`src/rtl/pce_pkg.sv`:
```
// ----------------------------------------------------------------------------
// pce_pkg
// Types, constants and small helper functions shared by the Playfair engine.
// ----------------------------------------------------------------------------
package pce_pkg;

	localparam int OPCODE_W   = 3;
	localparam int CHAR_W     = 8;
	localparam int LETTER_W   = 7;
	localparam int LET_IDX_W  = 5;
	localparam int GRID_CELLS = 25;
	localparam int ALPHA_SIZE = 26;

	localparam logic [LET_IDX_W-1:0] LET_I     = 5'd8;
	localparam logic [LET_IDX_W-1:0] LET_J     = 5'd9;
	localparam logic [LET_IDX_W-1:0] LET_X     = 5'd23;
	localparam logic [LET_IDX_W-1:0] LET_LAST  = 5'd25;
	localparam logic [LET_IDX_W-1:0] GRID_FULL = 5'd25;
	localparam logic [2:0]           SIDE_LAST = 3'd4;
	localparam logic [LETTER_W-1:0]  ASCII_A   = 7'd65;

	typedef enum logic [OPCODE_W-1:0] {
		OP_KEY_START = 3'd0,
		OP_KEY_BYTE  = 3'd1,
		OP_KEY_END   = 3'd2,
		OP_TEXT_BYTE = 3'd3,
		OP_TEXT_END  = 3'd4
	} opcode_t;

	typedef enum logic [3:0] {
		ST_IDLE,
		ST_KEYFILL,
		ST_LK_A,
		ST_LK_B,
		ST_LK_G1,
		ST_LK_G2,
		ST_LK_G3,
		ST_EM_HELD,
		ST_EM_P1,
		ST_EM_P2,
		ST_EM_BARE
	} state_t;

	typedef struct packed {
		logic                 ok;
		logic [LET_IDX_W-1:0] idx;
	} let_t;

	function automatic let_t to_letter(input logic [CHAR_W-1:0] b);
		logic [CHAR_W-1:0] c;
		let_t              r;
		c = b;
		if (c >= 8'h61 && c <= 8'h7a) begin
			c = c - 8'd32;
		end
		r.ok  = (c >= 8'h41) && (c <= 8'h5a);
		r.idx = LET_IDX_W'(c - 8'h41);
		if (r.idx == LET_J) begin
			r.idx = LET_I;
		end
		return r;
	endfunction

	function automatic logic [LET_IDX_W-1:0] grid_reset(input logic [LET_IDX_W-1:0] s);
		return (s < LET_J) ? s : LET_IDX_W'(s + 5'd1);
	endfunction

	function automatic logic [LET_IDX_W-1:0] pos_reset(input logic [LET_IDX_W-1:0] l);
		logic [LET_IDX_W-1:0] r;
		priority if (l < LET_J) begin
			r = l;
		end else if (l == LET_J) begin
			r = LET_I;
		end else begin
			r = LET_IDX_W'(l - 5'd1);
		end
		return r;
	endfunction

	function automatic logic [2:0] cell_row(input logic [LET_IDX_W-1:0] p);
		logic [2:0] r;
		priority if (p >= 5'd20) begin
			r = 3'd4;
		end else if (p >= 5'd15) begin
			r = 3'd3;
		end else if (p >= 5'd10) begin
			r = 3'd2;
		end else if (p >= 5'd5) begin
			r = 3'd1;
		end else begin
			r = 3'd0;
		end
		return r;
	endfunction

	function automatic logic [LET_IDX_W-1:0] cell_addr(input logic [2:0] r, input logic [2:0] c);
		return LET_IDX_W'({r, 2'b00}) + LET_IDX_W'(r) + LET_IDX_W'(c);
	endfunction

	function automatic logic [2:0] cell_col(input logic [LET_IDX_W-1:0] p);
		return 3'(p - cell_addr(cell_row(p), 3'd0));
	endfunction

	function automatic logic [2:0] side_shift(input logic [2:0] x, input logic back);
		logic [2:0] r;
		if (back) begin
			r = (x == 3'd0) ? SIDE_LAST : 3'(x - 3'd1);
		end else begin
			r = (x == SIDE_LAST) ? 3'd0 : 3'(x + 3'd1);
		end
		return r;
	endfunction

endpackage

```
`src/rtl/pce_cmd_if.sv`:
```
// ----------------------------------------------------------------------------
// pce_cmd_if
// Command channel: opcode and raw character byte with valid/ready.
// ----------------------------------------------------------------------------
interface pce_cmd_if
	import pce_pkg::*;
();
	logic                valid;
	logic                ready;
	logic [OPCODE_W-1:0] opcode;
	logic [CHAR_W-1:0]   char_code;

	modport source(output valid, output opcode, output char_code, input ready);
	modport sink(input valid, input opcode, input char_code, output ready);
endinterface

```
`src/rtl/pce_res_if.sv`:
```
// ----------------------------------------------------------------------------
// pce_res_if
// Result channel: output letter and flags with valid/ready.
// ----------------------------------------------------------------------------
interface pce_res_if
	import pce_pkg::*;
();
	logic                valid;
	logic                ready;
	logic [LETTER_W-1:0] letter;
	logic                letter_valid;
	logic                end_of_text;

	modport source(output valid, output letter, output letter_valid, output end_of_text,
		input ready);
	modport sink(input valid, input letter, input letter_valid, input end_of_text,
		output ready);
endinterface

```
`src/rtl/pce_ram.sv`:
```
// ----------------------------------------------------------------------------
// pce_ram
// Generic single-write, single-read RAM with registered read data.
// ----------------------------------------------------------------------------
module pce_ram #(
	parameter int  WIDTH = 5,
	parameter int  DEPTH = 25,
	localparam int AW    = $clog2(DEPTH)
) (
	input  logic             clk,
	input  logic             we,
	input  logic [AW-1:0]    waddr,
	input  logic [WIDTH-1:0] wdata,
	input  logic [AW-1:0]    raddr,
	output logic [WIDTH-1:0] rdata
);
	logic [WIDTH-1:0] mem [DEPTH];
	logic [WIDTH-1:0] rdata_q;

	always_ff @(posedge clk) begin
		if (we) begin
			mem[waddr] <= wdata;
		end
		rdata_q <= mem[raddr];
	end

	assign rdata = rdata_q;
endmodule

```
`src/rtl/playfair_cipher_engine_core.sv`:
```
// ----------------------------------------------------------------------------
// playfair_cipher_engine_core
// Streaming Playfair cipher: key entry builds the 5x5 grid, text is paired
// and enciphered or deciphered one pair at a time.
//
// cmd carries opcode and char_code; an item transfers when valid and ready
// are high. res carries letter, letter_valid and end_of_text, up to three
// results per item, held in one output register.
// cfg_we/cfg_wdata write the direction bit (0 encrypt, 1 decrypt); the user
// must write it only while idle, which the block itself does not enforce.
// Key end places each unused letter but J, A to Z, in the next free grid slot.
// A completed pair is looked up in LK_A, LK_B, LK_G1, LK_G2 and LK_G3 (two
// position reads and two grid reads through the single read port of each
// memory), then emits; text end without an open pair emits straight away.
// Grid and letter positions live in two RAMs; per-entry valid flops make
// unwritten entries read as the default alphabet, so reset needs no sweep.
// Reset clears the key state, open pair and held letter; the grid returns
// to A..Z without J. A stalled res holds the current result and the engine
// waits; cmd ready returns high once the last result of an item is loaded.
// ----------------------------------------------------------------------------
module playfair_cipher_engine_core
	import pce_pkg::*;
(
	input  logic      clk,
	input  logic      arst_n,
	pce_cmd_if.sink   cmd,
	pce_res_if.source res,
	input  logic      cfg_we,
	input  logic      cfg_wdata
);
	state_t state_q, state_d;

	logic                 dir_q;
	logic [ALPHA_SIZE-1:0] used_q;
	logic [LET_IDX_W-1:0] fill_q;
	logic [LET_IDX_W-1:0] cnt_q;
	logic [LET_IDX_W-1:0] pend_let_q;
	logic                 pend_vld_q;
	logic [LET_IDX_W-1:0] held_let_q;
	logic                 held_vld_q;

	logic [LET_IDX_W-1:0] a_q, b_q;
	logic [LET_IDX_W-1:0] h_let_q;
	logic                 h_en_q;
	logic                 end_q;
	logic                 pair_q;
	logic [LET_IDX_W-1:0] pa_q;
	logic [LET_IDX_W-1:0] addr2_q;
	logic [LET_IDX_W-1:0] p1_q, p2_q;

	logic [GRID_CELLS-1:0] grid_vld_q;
	logic [ALPHA_SIZE-1:0] pos_vld_q;
	logic                  grid_rv_q, pos_rv_q;
	logic [LET_IDX_W-1:0]  grid_ra_q, pos_ra_q;

	logic                 res_valid_q;
	logic [LETTER_W-1:0]  res_letter_q;
	logic                 res_lv_q;
	logic                 res_eot_q;

	logic                 acc;
	let_t                 in_let;
	logic                 out_free;
	logic                 load;
	logic [LETTER_W-1:0]  ld_letter;
	logic                 ld_lv;
	logic                 ld_eot;
	logic                 p2_en;
	logic                 h_en_new;
	logic                 place_req;
	logic [LET_IDX_W-1:0] place_let;
	logic                 place_do;

	logic [LET_IDX_W-1:0] grid_raddr, pos_raddr;
	logic [LET_IDX_W-1:0] grid_rdata, pos_rdata;
	logic [LET_IDX_W-1:0] grid_rd, pos_rd;

	logic [2:0]           ra, ca, rb, cb;
	logic [LET_IDX_W-1:0] a1, a2;

	pce_ram #(.WIDTH(LET_IDX_W), .DEPTH(GRID_CELLS)) u_grid (
		.clk   (clk),
		.we    (place_do),
		.waddr (fill_q),
		.wdata (place_let),
		.raddr (grid_raddr),
		.rdata (grid_rdata)
	);

	pce_ram #(.WIDTH(LET_IDX_W), .DEPTH(ALPHA_SIZE)) u_pos (
		.clk   (clk),
		.we    (place_do),
		.waddr (place_let),
		.wdata (fill_q),
		.raddr (pos_raddr),
		.rdata (pos_rdata)
	);

	assign acc      = cmd.valid && cmd.ready;
	assign in_let   = to_letter(cmd.char_code);
	assign out_free = !res_valid_q || res.ready;
	assign grid_rd  = grid_rv_q ? grid_rdata : grid_reset(grid_ra_q);
	assign pos_rd   = pos_rv_q ? pos_rdata : pos_reset(pos_ra_q);
	assign p2_en    = end_q ? (!dir_q || p2_q != LET_X) : !dir_q;
	assign h_en_new = held_vld_q && (pend_vld_q || !dir_q || held_let_q != LET_X);
	assign place_do = place_req && !used_q[place_let] && (fill_q < GRID_FULL);

	always_comb begin
		ra = cell_row(pa_q);
		ca = cell_col(pa_q);
		rb = cell_row(pos_rd);
		cb = cell_col(pos_rd);
		priority if (ra == rb) begin
			a1 = cell_addr(ra, side_shift(ca, dir_q));
			a2 = cell_addr(rb, side_shift(cb, dir_q));
		end else if (ca == cb) begin
			a1 = cell_addr(side_shift(ra, dir_q), ca);
			a2 = cell_addr(side_shift(rb, dir_q), cb);
		end else begin
			a1 = cell_addr(ra, cb);
			a2 = cell_addr(rb, ca);
		end
	end

	always_comb begin
		state_d = state_q;
		unique case (state_q)
			ST_IDLE: begin
				if (acc) begin
					if (cmd.opcode == OP_KEY_END) begin
						state_d = ST_KEYFILL;
					end else if (cmd.opcode == OP_TEXT_BYTE) begin
						if (in_let.ok && pend_vld_q) state_d = ST_LK_A;
					end else if (cmd.opcode == OP_TEXT_END) begin
						if (pend_vld_q) state_d = ST_LK_A;
						else if (h_en_new) state_d = ST_EM_HELD;
						else state_d = ST_EM_BARE;
					end
				end
			end
			ST_KEYFILL: if (cnt_q == LET_LAST) state_d = ST_IDLE;
			ST_LK_A:    state_d = ST_LK_B;
			ST_LK_B:    state_d = ST_LK_G1;
			ST_LK_G1:   state_d = ST_LK_G2;
			ST_LK_G2:   state_d = ST_LK_G3;
			ST_LK_G3:   state_d = h_en_q ? ST_EM_HELD : ST_EM_P1;
			ST_EM_HELD: if (out_free) state_d = pair_q ? ST_EM_P1 : ST_IDLE;
			ST_EM_P1:   if (out_free) state_d = p2_en ? ST_EM_P2 : ST_IDLE;
			ST_EM_P2:   if (out_free) state_d = ST_IDLE;
			ST_EM_BARE: if (out_free) state_d = ST_IDLE;
			default:    state_d = ST_IDLE;
		endcase
	end

	always_comb begin
		cmd.ready  = (state_q == ST_IDLE);
		place_req  = 1'b0;
		place_let  = in_let.idx;
		pos_raddr  = (state_q == ST_LK_A) ? a_q : b_q;
		grid_raddr = (state_q == ST_LK_G1) ? a1 : addr2_q;
		load       = 1'b0;
		ld_letter  = '0;
		ld_lv      = 1'b1;
		ld_eot     = 1'b0;
		unique case (state_q)
			ST_IDLE: begin
				place_req = acc && (cmd.opcode == OP_KEY_BYTE) && in_let.ok;
			end
			ST_KEYFILL: begin
				place_req = (cnt_q != LET_J);
				place_let = cnt_q;
			end
			ST_EM_HELD: begin
				load      = out_free;
				ld_letter = ASCII_A + LETTER_W'(h_let_q);
				ld_eot    = end_q && !pair_q;
			end
			ST_EM_P1: begin
				load      = out_free;
				ld_letter = ASCII_A + LETTER_W'(p1_q);
				ld_eot    = end_q && !p2_en;
			end
			ST_EM_P2: begin
				load      = out_free;
				ld_letter = ASCII_A + LETTER_W'(p2_q);
				ld_eot    = end_q;
			end
			ST_EM_BARE: begin
				load      = out_free;
				ld_lv     = 1'b0;
				ld_eot    = 1'b1;
			end
			default: begin
				load = 1'b0;
			end
		endcase
	end

	always_ff @(posedge clk or negedge arst_n) begin
		if (!arst_n) begin
			state_q     <= ST_IDLE;
			dir_q       <= 1'b0;
			used_q      <= '0;
			fill_q      <= '0;
			cnt_q       <= '0;
			pend_let_q  <= '0;
			pend_vld_q  <= 1'b0;
			held_let_q  <= '0;
			held_vld_q  <= 1'b0;
			grid_vld_q  <= '0;
			pos_vld_q   <= '0;
			res_valid_q <= 1'b0;
		end else begin
			state_q <= state_d;
			if (cfg_we) dir_q <= cfg_wdata;
			if (place_do) begin
				used_q[place_let]  <= 1'b1;
				pos_vld_q[place_let] <= 1'b1;
				grid_vld_q[fill_q] <= 1'b1;
				fill_q             <= fill_q + 5'd1;
			end
			if (state_q == ST_KEYFILL) cnt_q <= cnt_q + 5'd1;
			else cnt_q <= '0;
			if (acc) begin
				unique case (cmd.opcode)
					OP_KEY_START: begin
						used_q     <= '0;
						fill_q     <= '0;
						pend_vld_q <= 1'b0;
						held_vld_q <= 1'b0;
					end
					OP_TEXT_BYTE: begin
						if (in_let.ok) begin
							if (!pend_vld_q) begin
								pend_let_q <= in_let.idx;
								pend_vld_q <= 1'b1;
							end else begin
								pend_vld_q <= !dir_q && (pend_let_q == in_let.idx);
								held_vld_q <= 1'b0;
							end
						end
					end
					OP_TEXT_END: begin
						pend_vld_q <= 1'b0;
						held_vld_q <= 1'b0;
					end
					default: begin
						pend_vld_q <= pend_vld_q;
					end
				endcase
			end
			if (state_q == ST_LK_G3 && !end_q && dir_q) begin
				held_let_q <= grid_rd;
				held_vld_q <= 1'b1;
			end
			if (load) res_valid_q <= 1'b1;
			else if (res.ready) res_valid_q <= 1'b0;
		end
	end

	always_ff @(posedge clk) begin
		grid_rv_q <= grid_vld_q[grid_raddr];
		grid_ra_q <= grid_raddr;
		pos_rv_q  <= pos_vld_q[pos_raddr];
		pos_ra_q  <= pos_raddr;
		if (acc) begin
			a_q     <= pend_let_q;
			h_let_q <= held_let_q;
			if (cmd.opcode == OP_TEXT_END) begin
				b_q    <= LET_X;
				h_en_q <= h_en_new;
				end_q  <= 1'b1;
				pair_q <= pend_vld_q;
			end else begin
				b_q    <= (!dir_q && pend_let_q == in_let.idx) ? LET_X : in_let.idx;
				h_en_q <= held_vld_q;
				end_q  <= 1'b0;
				pair_q <= 1'b1;
			end
		end
		if (state_q == ST_LK_B) pa_q <= pos_rd;
		if (state_q == ST_LK_G1) addr2_q <= a2;
		if (state_q == ST_LK_G2) p1_q <= grid_rd;
		if (state_q == ST_LK_G3) p2_q <= grid_rd;
		if (load) begin
			res_letter_q <= ld_letter;
			res_lv_q     <= ld_lv;
			res_eot_q    <= ld_eot;
		end
	end

	assign res.valid        = res_valid_q;
	assign res.letter       = res_letter_q;
	assign res.letter_valid = res_lv_q;
	assign res.end_of_text  = res_eot_q;
endmodule

```
`src/flat_wrapper.sv`:
```
// flat-port wrapper written by rule: the top's interface ports become plain ports
module playfair_cipher_engine_core_flat import pce_pkg::*;
  (clk, arst_n, cfg_we, cfg_wdata, cmd_valid, cmd_opcode, cmd_char_code, cmd_ready, res_valid, res_letter, res_letter_valid, res_end_of_text, res_ready);
  pce_cmd_if cmd_i ();
  pce_res_if res_i ();
  input  logic clk;
  input  logic arst_n;
  input  logic cfg_we;
  input  logic cfg_wdata;
  input wire logic [$bits(cmd_i.valid)-1:0] cmd_valid;
  input wire logic [$bits(cmd_i.opcode)-1:0] cmd_opcode;
  input wire logic [$bits(cmd_i.char_code)-1:0] cmd_char_code;
  output wire logic [$bits(cmd_i.ready)-1:0] cmd_ready;
  output wire logic [$bits(res_i.valid)-1:0] res_valid;
  output wire logic [$bits(res_i.letter)-1:0] res_letter;
  output wire logic [$bits(res_i.letter_valid)-1:0] res_letter_valid;
  output wire logic [$bits(res_i.end_of_text)-1:0] res_end_of_text;
  input wire logic [$bits(res_i.ready)-1:0] res_ready;
  assign cmd_i.valid = cmd_valid;
  assign cmd_i.opcode = cmd_opcode;
  assign cmd_i.char_code = cmd_char_code;
  assign cmd_ready = cmd_i.ready;
  assign res_valid = res_i.valid;
  assign res_letter = res_i.letter;
  assign res_letter_valid = res_i.letter_valid;
  assign res_end_of_text = res_i.end_of_text;
  assign res_i.ready = res_ready;
  playfair_cipher_engine_core u_core (.clk(clk), .arst_n(arst_n), .cmd(cmd_i), .res(res_i), .cfg_we(cfg_we), .cfg_wdata(cfg_wdata));
endmodule
```
`config.mk`:
```
export PLATFORM = sky130hd
export DESIGN_NAME = playfair_cipher_engine_core_flat
export DESIGN_NICKNAME = d
export VERILOG_FILES = /design/src/rtl/pce_pkg.sv /design/src/rtl/pce_cmd_if.sv /design/src/rtl/pce_res_if.sv /design/src/rtl/pce_ram.sv /design/src/rtl/playfair_cipher_engine_core.sv /design/src/flat_wrapper.sv
export SDC_FILE = /design/constraint.sdc
export NUM_CORES = 1
export LEC_CHECK = 0
export CAP_MARGIN = 0
export CORE_MARGIN = 1.5
export CORE_UTILIZATION = 46
export DETAILED_ROUTE_END_ITERATION = 16
export DONT_BUFFER_PORTS = 1
export HOLD_SLACK_MARGIN = 0.1
export SETUP_SLACK_MARGIN = 0.5
export SYNTH_ARGS = -nofsm -noshare
export SYNTH_HDL_FRONTEND = slang
export SYNTH_SLANG_ARGS = --single-unit
```
`constraint.sdc`:
```
create_clock -name clk -period 6 [get_ports clk]
set_clock_uncertainty 0.2 [all_clocks]
set_input_delay 1.2 -clock clk [delete_from_list [all_inputs] [get_ports clk]]
set_output_delay 1.2 -clock clk [all_outputs]
set_load 0.03 [all_outputs]
```
Word-level counts from Yosys, hierarchy flattened
Memories as Yosys holds them, arrays and structs flattened. A register that Yosys moved wholly into a read port is not among the register bits.
Cells that the tools add are included.
{"block": "word_totals", "memories": 2, "reg_bits": 164, "ramBits": 255, "word_cells": 258}
{"block": "op_classes", "n_lt_le_gt_ge": 21, "addsub": 29, "n_bitwise": 4, "reduce_logical": 44, "n_eq_ne": 37, "n_mux": 92}
{"memory": "u_core.u_pos.mem", "depth": 26, "word_bits": 5, "read_ports": 1, "rd_ports_with_merged_regs": 1, "write_ports": 1, "line_no": "pce_ram.sv:17", "source": "logic [WIDTH-1:0] mem [DEPTH];"}
{"memory": "u_core.u_grid.mem", "depth": 25, "word_bits": 5, "read_ports": 1, "rd_ports_with_merged_regs": 1, "write_ports": 1, "line_no": "pce_ram.sv:17"}
{"op": "two-way mux 5 bit", "count": 17}
{"op": "two-way mux 26 bit", "count": 3}
{"op": "two-way mux 3 bit", "count": 24}
{"op": "two-way mux 4 bit", "count": 14}
{"op": "OR 26 bit", "count": 2}
{"op": "adder 5 x 3 -> 5 bit", "count": 10}
{"op": "one-hot mux 4 bit (10 select lines)", "count": 1}
{"op": "OR 25 bit", "count": 1}
{"op": "< comparator 5 x 6 -> 1 bit (second input constant)", "count": 4}
{"op": "two-way mux 1 bit", "count": 22}
{"op": "adder 7 x 5 -> 7 bit (first input constant)", "count": 3}
{"op": "one-hot mux 7 bit (3 select lines)", "count": 1}
{"op": ">= comparator 5 x 4 -> 1 bit (second input constant)", "count": 4}
{"op": "== test 4 x 3 -> 1 bit (second input constant)", "count": 4}
{"op": ">= comparator 8 x 7 -> 1 bit (second input constant)", "count": 2}
{"op": "less-or-equal comparator 8 x 7 -> 1 bit (second input constant)", "count": 2}
{"op": "logical AND 1 bit", "count": 16}
{"op": "adder 5 x 1 -> 5 bit (second input constant)", "count": 3}
{"op": "binary-select mux 1 bit (select 5 bit)", "count": 3}
{"op": "== test 3 bit (second input constant)", "count": 5}
{"op": "zero test 3 bit", "count": 5}
{"op": "adder 3 x 1 -> 3 bit (second input constant)", "count": 4}
{"op": "== test 4 bit (second input constant)", "count": 3}
{"op": "subtractor 3 x 1 -> 3 bit (second input constant)", "count": 4}
{"op": "other kinds (37)", "count": 70}

Logic depth before layout (Yosys ltp)
Gate-level depths: netlist of the first run.
{"block": "logic_depth", "word_depth": 21, "mapped_depth": 27}

By module
A second synthesis of the first run with hierarchy kept.
{"block": "unflattened", "hier_cells": 1570, "area_unflattened_um2": 20233.2}
{"module": "playfair_cipher_engine_core", "seq_area_each_um2": 4279.1, "instances": 1, "cells_each": 960, "area_per_inst_um2": 9679.3}
{"module": "pce_ram at u_core.u_pos", "seq_area_each_um2": 4003.8, "instances": 1, "cells_each": 314, "area_per_inst_um2": 5366.4}
{"module": "pce_ram at u_core.u_grid", "seq_area_each_um2": 3853.7, "instances": 1, "cells_each": 296, "area_per_inst_um2": 5187.5}

Worst setup path before layout of the first run
Ideal clock, no wire load.
{"block": "synth_path", "path_type": "reg-to-reg", "from": "register u_core.pa_q[2]", "to": "register u_core.u_grid.rdata_q[3] (netlist: u_core.u_grid.rdata[3]) (read register of u_core.u_grid.mem)", "path_buffers": 1, "t_arrival_ps": 5039, "synth_period_minus_slack_ps": 5369, "path_stages_with_launch": 23, "setup_slack_ps": 631, "required_time_ps": 5670, "cell_sequence": "edfxtp_1 nor3b_1 a311o_1 inv_1 o21ai_0 ha_1 inv_1 fa_1 xnor2_1 xnor2_1 ha_1 a22o_1 ha_1 a21oi_1 nor2_1 a32o_1 a222oi_1 o31ai_1 a31oi_1 clkbuf_1 nor3_1 a221oi_2 nand4_1"}
{"block": "synth_between", "elab_chain_cells": 15}
{"item": "start: declaration", "line_no": "playfair_cipher_engine_core.sv:47", "source": "logic [LET_IDX_W-1:0] pa_q;"}
{"item": "start signal: assignment", "line_no": "playfair_cipher_engine_core.sv:281", "source": "if (state_q == ST_LK_B) pa_q <= pos_rd;"}
{"item": "branches (longest 13 deep; another with >= comparator 5 x 3 -> 1 bit)"}
{"item": "two-way mux 5 bit *", "line_no": "playfair_cipher_engine_core.sv:113", "source": "priority if (ra == rb) begin"}
{"item": "two-way mux 5 bit *", "line_no": "playfair_cipher_engine_core.sv:160", "source": "grid_raddr = (state_q == ST_LK_G1) ? a1 : addr2_q;"}
{"item": "via u_core.grid_raddr[3]", "line_no": "playfair_cipher_engine_core.sv:74", "source": "logic [LET_IDX_W-1:0] grid_raddr, pos_raddr;"}
{"item": "end: declaration", "line_no": "pce_ram.sv:18", "source": "logic [WIDTH-1:0] rdata_q;"}
Mark *: on every way through the listed nets, which the timed path passes. The select of a mux whose other input is x is not followed.
A chain may end at the register's enable or synchronous reset.

Final worst setup path of the first run
{"block": "layout_path", "from": "register u_core.pos_ra_q[2]", "to": "register u_core.grid_rv_q"}
{"block": "layout_between", "elab_chain_cells": 17}
{"item": "start: declaration", "line_no": "playfair_cipher_engine_core.sv:54", "source": "logic [LET_IDX_W-1:0] grid_ra_q, pos_ra_q;"}
{"item": "start signal: assignment", "line_no": "playfair_cipher_engine_core.sv:265", "source": "pos_ra_q <= pos_raddr;"}
{"item": "subtractor 5 x 1 -> 5 bit / == test 5 x 4 -> 1 bit (equally long branches)", "line_no": "pce_pkg.sv:75, pce_pkg.sv:72"}
{"item": "two-way mux 5 bit", "line_no": "pce_pkg.sv:72", "source": "end else if (l == LET_J) begin"}
{"item": "two-way mux 5 bit *", "line_no": "pce_pkg.sv:70", "source": "priority if (l < LET_J) begin"}
{"item": "two-way mux 5 bit *", "line_no": "playfair_cipher_engine_core.sv:103", "source": "assign pos_rd = pos_rv_q ? pos_rdata : pos_reset(pos_ra_q);"}
{"item": ">= comparator 5 x 3 -> 1 bit", "line_no": "pce_pkg.sv:88", "source": "end else if (p >= 5'd5) begin"}
{"item": "two-way mux 1 bit", "line_no": "pce_pkg.sv:88"}
{"item": "two-way mux 3 bit", "line_no": "pce_pkg.sv:86", "source": "end else if (p >= 5'd10) begin"}
{"item": "two-way mux 3 bit", "line_no": "pce_pkg.sv:84", "source": "end else if (p >= 5'd15) begin"}
{"item": "two-way mux 3 bit", "line_no": "pce_pkg.sv:82", "source": "priority if (p >= 5'd20) begin"}
{"item": "adder 5 x 3 -> 5 bit"}
{"item": "subtractor 3 bit", "line_no": "pce_pkg.sv:101", "source": "return 3'(p - cell_addr(cell_row(p), 3'd0));"}
{"item": "adder 5 x 3 -> 5 bit / == test 3 bit (equally long branches)", "line_no": "pce_pkg.sv:97, playfair_cipher_engine_core.sv:116"}
{"item": "two-way mux 5 bit", "line_no": "playfair_cipher_engine_core.sv:116", "source": "end else if (ca == cb) begin"}
{"item": "two-way mux 5 bit *", "line_no": "playfair_cipher_engine_core.sv:113"}
{"item": "two-way mux 5 bit *", "line_no": "playfair_cipher_engine_core.sv:160"}
{"item": "binary-select mux 1 bit (select 5 bit) *", "line_no": "playfair_cipher_engine_core.sv:262", "source": "grid_rv_q <= grid_vld_q[grid_raddr];"}
{"item": "two-way mux 1 bit (implied by the code) *", "line_no": "playfair_cipher_engine_core.sv:262"}
{"item": "end signal: assignment", "line_no": "playfair_cipher_engine_core.sv:262"}
{"item": "end: declaration", "line_no": "playfair_cipher_engine_core.sv:53", "source": "logic grid_rv_q, pos_rv_q;"}
Every way passes the cells marked *; elsewhere a longest branch is shown, timed or not. The select of a mux whose other input is x is not followed.

==> flow_summary.toml, run 1 <==
[status]
status = "finished clean"

[timing]
hold_violations = 0
period_share = 0.873
setup_viol = 0
slew_headroom = 0.388
worst_slack_ns = 0.764
setup_tns_ns = 0
worst_pin_slew_ns = 0.919
max_freq_ghz = 0.191
rsz0062_at_grt = "no"
fin_crit_ns = 5.24
maxSlewViolCount = 0
hold_slack_ns = 0.260

[final_layout]
mostFrequentLayoutCells = "edfxtp_1, nand2_1, dfrtp_1"
diodes = 0
syn2layout_area_growth_pct = 14.0
multi_input_comb_area_um2 = 7440
post-route-util = 0.532
drive_gt1_frac = 0.155
seqCellArea_um2 = 12100
stdcell_count = 2377
nets = 1833
layout_commonest_cell = "edfxtp_1"
fillCellCount = 3773
final_cell_area_um2 = 23000

[power]
ir_drop_v = 0.000428
p_leak_nw = 8.78
p_per_area_nw_per_um2 = 636
finalPower_mw = 14.6

[place]
post_dp_cell_area_um2 = 21100
io_buffer_count = 0
dp.cells = 2272
pre_cts_slack_ns = 0.114
gp_congestion = 0.939
detailed_place_hpwl_um = 32400

[logic_synthesis]
synth_edf_count = 302
synth_cells = 1693
yosys.area.top_type = "edfxtp_1"
synth_flop_cell = "edfxtp_1"
yosysTopAreaCellShare = 0.450
synth_warnings = 0
synth-seq-cells = 429
synthesis.nets = 1770
async_flop_share = 0.245
ys_seq_area_frac = 0.603
synth_area_um2 = 20100
syn_avg_cell_area_um2 = 11.9
synth_cell_type_count = 90
netlist_top_cells_area = "edfxtp_1, dfrtp_1, nand2_1"

[detailed_routing]
drt-pass1-iter-count = 5
viasPerCell = 5.61
wl_per_cell_um = 20.8
drc = 0
wirelength_um = 49400
drt-initial-drc-count = 1001
num_vias = 13300
ant_nets = 0

[die]
std_cell_rows = 76
die_w_um = 212
start_util = 0.466
dieArea_um2 = 45000
die_h_um = 212
ios = 28
coreArea_um2 = 43200

[cts]
clock-sinks = 429
cts-buffers-inserted = 45
root_buffer = "clkbuf_16"
worstSkewPairLatency_ns = 0.58
clk_pin_slew_ns = 0.06
cts_tree = "done"
h-tree-depth = 2
cts_buffer_depth = 3

[setup_path]
cp_data_required_time_ns = 6.25
crit_type = "register to register"
start_kind = "register"
arrival_ns = 5.49
crit_fanout = 10
endpoint_kind = "register"

[global_route]
antenna_found_initial = 0
grt_pass1_wl_um = 76700
grt_max_degree = 53
gr-usage-all-layers = 0.224
grt_pass1_vias = 13300
grt-ovfl-total = 0

[min_path]
holdCritPathClass = "register to register"

[flow_run]
max-cap-violations = 0
==> cell families (layout without fill, tap and decap cells) <==
logic type,count (synthesis),in the layout,share of synthesized area
AND/OR/NAND/NOR,602,602,0.146
flip-flops,429,429,0.603
AO/OA/AOI/OAI,304,304,0.105
buffers and inverters,168,267,0.0341
multiplexers,92,92,0.0544
adder cells (fa/ha/maj),60,60,0.0410
XOR/XNOR,38,38,0.0173
==> worst max-delay path: stages (launching register included) <==
cell	delay, ns
dfxtp_1	0.39
nor4b_4	0.35
mux2_4	0.38
nor3_4	0.25
a21oi_1	0.11
o22a_1	0.21
inv_2	0.13
ha_1	0.16
inv_1	0.05
fa_2	0.60
inv_1	0.12
fa_1	0.45
xnor2_1	0.15
mux2_4	0.28
a31o_4	0.31
buf_12	0.17
mux4_2	0.27
a221o_1	0.35
a21oi_1	0.12
a311oi_1	0.06
==> synthesized netlist by cell type (all sizes together) (8+ instances only) <==
library cell and instances:
a21o 9, a21oi 78, a221oi 10, a311oi 26, a31oi 12, and3 31, buf 23, clkbuf 54
dfrtp 105, dfxtp 22, edfxtp 302, fa 10, ha 50, inv 87, mux2 20, mux2i 61
mux4 11, nand2 261, nand2b 29, nand3 46, nor2 101, nor2b 15, nor3 25, nor3b 8
o211ai 9, o21a 25, o21ai 60, o221ai 11, or2 48, xnor2 18, xor2 19
==> where the power goes <==
part / switching (mW) / internal [mW] / leakage [nW]
logic: 4.61 / 3.09 / 3.98
clock network: 1.15 / 1.61 / 0.721
registers: 0.265 / 3.86 / 4.08
total: 6.02 / 8.57 / 8.78
==> timing repair <==
action / in CTS / in global routing
setup buffers: 7 / 10
hold buffers: 4 / 1
resized for setup: 6 / 27
setup endpoints to repair: 6 / 7
hold endpoints to repair: 52 / 2
pin swaps: 2 / 10
==> metal layers <==
| layer | GRT usage | up-vias | wire, um |
|---|---|---|---|
| met4 | 0.0741 | 0 | 1350 |
| met1 | 0.311 | 6683 | 22400 |
| met3 | 0.0332 | 92 | 1930 |
| met2 | 0.363 | 312 | 23700 |
| li1 | - | 6243 | - |
| met5 | 0 | - | 0 |
==> final cells by class <==
class | count | area share
Tap cell | 585 | 0.0319
Timing Repair Buffer | 93 | 0.0355
Clock inverter | 22 | 0.00910
Sequential cell | 429 | 0.529
Inverter | 91 | 0.0149
Multi-Input combinational cell | 1096 | 0.324
Clock buffer | 61 | 0.0552
==> state kept, by name (all words and copies together), names as in the netlist, 5 cells and up <==
name,cells
u_core.h_let_q,5
u_core.u_grid.rdata,5
u_core.grid_vld_q,25
u_core.pend_let_q,5
u_core.p2_q,5
u_core.u_grid.mem,125
u_core.u_pos.mem,130
u_core.used_q,26
u_core.p1_q,5
u_core.pa_q,5
u_core.pos_vld_q,26
u_core.held_let_q,5
u_core.a_q,5
u_core.addr2_q,5
u_core.res.letter,7
u_core.grid_ra_q,5
u_core.fill_q,5
u_core.u_pos.rdata,5
u_core.b_q,5
u_core.cnt_q,5
u_core.pos_ra_q,5
==> path summary, 6_finish.rpt <==
path | to | slack, ns | from | depth (start not counted)
worst max-delay path | u_core.grid_rv_q$_DFF_P_ | 0.76 | u_core.pos_ra_q[2]$_DFF_P_ | 19
worst min-delay path | u_core.pos_vld_q[13]$_DFFE_PN0P_ | 0.26 | u_core.pos_vld_q[13]$_DFFE_PN0P_ | 1
worst max register to register | u_core.grid_rv_q$_DFF_P_ | 0.76 | u_core.pos_ra_q[2]$_DFF_P_ | 19
worst min register to register | u_core.pos_vld_q[13]$_DFFE_PN0P_ | 0.26 | u_core.pos_vld_q[13]$_DFFE_PN0P_ | 1
max in group asynchronous | u_core.grid_vld_q[10]$_DFFE_PN0P_ | 4.39 | arst_n | 1
min in group asynchronous | u_core.held_vld_q$_DFFE_PN0P_ | 0.28 | arst_n | 1
Power figures use the tool's default switching activity.
==> run 2, diff against run 1 <==
Settings changed: CAP_MARGIN 0 to 5, PLACE_DENSITY_LB_ADDON set to 0.2.
==> run 2 against run 1 <==
Design area rose by 0.59%. Hold slack got worse by 0.12 ns. Via count rose by 0.32%. Largest power group unchanged. Clock power barely moved. Highest routed layer unchanged. Worst setup slack got worse by 0.12 ns.
==> flow_summary.toml, run 2 (synthesized netlist as in run 1, its figures left out) <==
[setup_path]
crit_type = "register to register"
crit_fanout = 13
r2r_slack_ns = 0.65
slowest_stage = "fa_2"
crit_family = "adder cells"
endpoint_kind = "register"
crit_chain = "inv_1 -> ha_2 -> o21ai_0 -> o311a_1 -> nor3_4 -> a21oi_1 -> o22a_1 -> inv_2 -> ha_1 -> inv_1 -> fa_2 -> inv_1 -> fa_1 -> xnor2_1 -> mux2_4 -> a31o_4 -> buf_4 -> clkbuf_16 -> nand2b_1 -> a221oi_2 -> buf_4 -> o21bai_1 -> nand4b_1"
arrival_ns = 5.64
start_kind = "register"
cp_data_required_time_ns = 6.29
max_stage_delay_ns = 0.59
cp_common_cell = "inv_1"
crit_buf_inv = 7

[power]
p_sw_mw = 6.17
p_leak_nw = 8.79
seqPwrFrac = 0.277
finalPower_mw = 15.0
combPwrFrac = 0.538
p_per_area_nw_per_um2 = 650
ir_drop_v = 0.000412
clkPwrFrac = 0.186
switching_share = 0.411
p_int_mw = 8.83

[final_layout]
reg_top3 = "u_core.u_pos.mem (130), u_core.u_grid.mem (125)"
drive_gt1_frac = 0.170
mostFrequentLayoutCells = "edfxtp_1, nand2_1, dfrtp_1"
layout_commonest_cell = "edfxtp_1"
nets = 1832
largest-register = "u_core.u_pos.mem"
stdcell_count = 2376
diodes = 0
largest_reg_flops = 130
syn2layout_area_growth_pct = 14.7

[die]
coreArea_um2 = 43200
die_h_um = 212
start_util = 0.466
ios = 28
dieArea_um2 = 45000
die_w_um = 212
std_cell_rows = 76

[detailed_routing]
num_vias = 13400
wirelength_um = 48800
drt-initial-drc-count = 1183
drt-pass1-iter-count = 7
ant_nets = 0
wl_per_cell_um = 20.5
viasPerCell = 5.63
drc = 0

[cts]
cts-buffers-inserted = 44
worstSkewPairLatency_ns = 0.57
cts_hold_buf = 0
clk_pin_slew_ns = 0.06
cts_tree = "done"
cts_buffer_depth = 3
clock-sinks = 429
root_buffer = "clkbuf_16"
h-tree-depth = 2

[timing]
maxSlewViolCount = 0
worst_pin_slew_ns = 1.24
setup_tns_ns = 0
max_freq_ghz = 0.187
rsz0062_at_grt = "yes"
worst_slack_ns = 0.646
period_share = 0.892
fin_crit_ns = 5.35
setup_viol = 0
hold_violations = 0
slew_headroom = 0.166

[place]
gp_congestion = 0.919
pre_cts_slack_ns = 0.121
detailed_place_hpwl_um = 31900
io_buffer_count = 0
dp.cells = 2256

[global_route]
grt_pass1_vias = 13100
gr-usage-all-layers = 0.219
grt_max_degree = 106
grt-ovfl-total = 0
grt_pass1_wl_um = 75500
antenna_found_initial = 0

[flow_run]
max-cap-violations = 0

[min_path]
holdCritPathClass = "primary input to async pin"

[status]
status = "finished clean"
-- run 2: changes by cell type in the layout (fill, tap and decap cells not counted), moves of 4 or more --
cell      change
clkinv_1      -7
clkbuf_1      +4
mux2i_1       -4
a221oi_1      -7
a221oi_2      +7
-- run 2: layout make-up --
| type | count | area (um2) |
|---|---|---|
| clock buffer | 62 | 1230 |
| inverter | 91 | 348 |
| multi-input combinational | 1098 | 7640 |
| timing repair buffer | 91 | 763 |
| fill | 3693 | 20100 |
| sequential | 429 | 12100 |
| clock inverter | 20 | 233 |
| tap | 585 | 732 |
-- run 2: power by group through the flow --
| stage | Sequential (mW) | Combinational [mW] | Clock [mW] |
|---|---|---|---|
| final | 4.15 | 8.07 | 2.79 |
| after global routing | 4.18 | 8.86 | 2.95 |
| after CTS | 4.14 | 7.48 | 2.83 |
| after detailed placement | 4.19 | 7.17 | 0 |
| after global placement | 4.18 | 7.06 | 0 |
| after floorplan | 4.13 | 5.18 | 0 |
-- run 2: through the flow --
step            util  hold WS [ns]  cell area, um2
4_1_cts        0.525         0.108           22700
3_3_place_gp   0.487         0.243           21000
3_5_place_dp   0.487         0.249           21000
2_1_floorplan      -         0.224           20100
6_report       0.535         0.139           23100
5_1_grt        0.535         0.110           23100
-- run 2: final timing paths --
kind	from	end	depth (start not counted)
worst min-delay path	arst_n	u_core.pend_let_q[1]$_DFFE_PN0P_	0
worst max register to register	u_core.pos_ra_q[1]$_DFF_P_	u_core.u_grid.rdata[0]$_DFF_P_	23
max in group asynchronous	arst_n	u_core.grid_vld_q[21]$_DFFE_PN0P_	0
worst max-delay path	u_core.pos_ra_q[1]$_DFF_P_	u_core.u_grid.rdata[0]$_DFF_P_	23
min in group clk	u_core.pos_vld_q[17]$_DFFE_PN0P_	u_core.pos_vld_q[17]$_DFFE_PN0P_	1
worst min register to register	u_core.pos_vld_q[17]$_DFFE_PN0P_	u_core.pos_vld_q[17]$_DFFE_PN0P_	1
-- run 2: routing by layer --
| layer | GRT usage | vias up | part of all wire |
|---|---|---|---|
| li1 | - | 6272 | - |
| met1 | 0.301 | 6663 | 0.44 |
| met2 | 0.362 | 371 | 0.48 |
| met3 | 0.0350 | 66 | 0.057 |
| met4 | 0.0565 | 0 | 0.020 |
| met5 | 0 | - | 0 |
-- run 2: worst reg2reg max path: cells and delay by family, from the launching register on --
kind,cells,cell delay (ns)
mux,1,0.33
fa+ha+maj,4,1.49
flops,1,0.39
xor+xnor,1,0.17
buf+inv,7,0.87
compound gates,7,1.28
simple gates,3,0.54
-- run 2: repair_timing --
item,4_1_cts,5_1_grt
resized for setup,21,39
setup endpoints to repair,6,7
buffers inserted,8,25
gates cloned,2,2
pin swaps,3,22
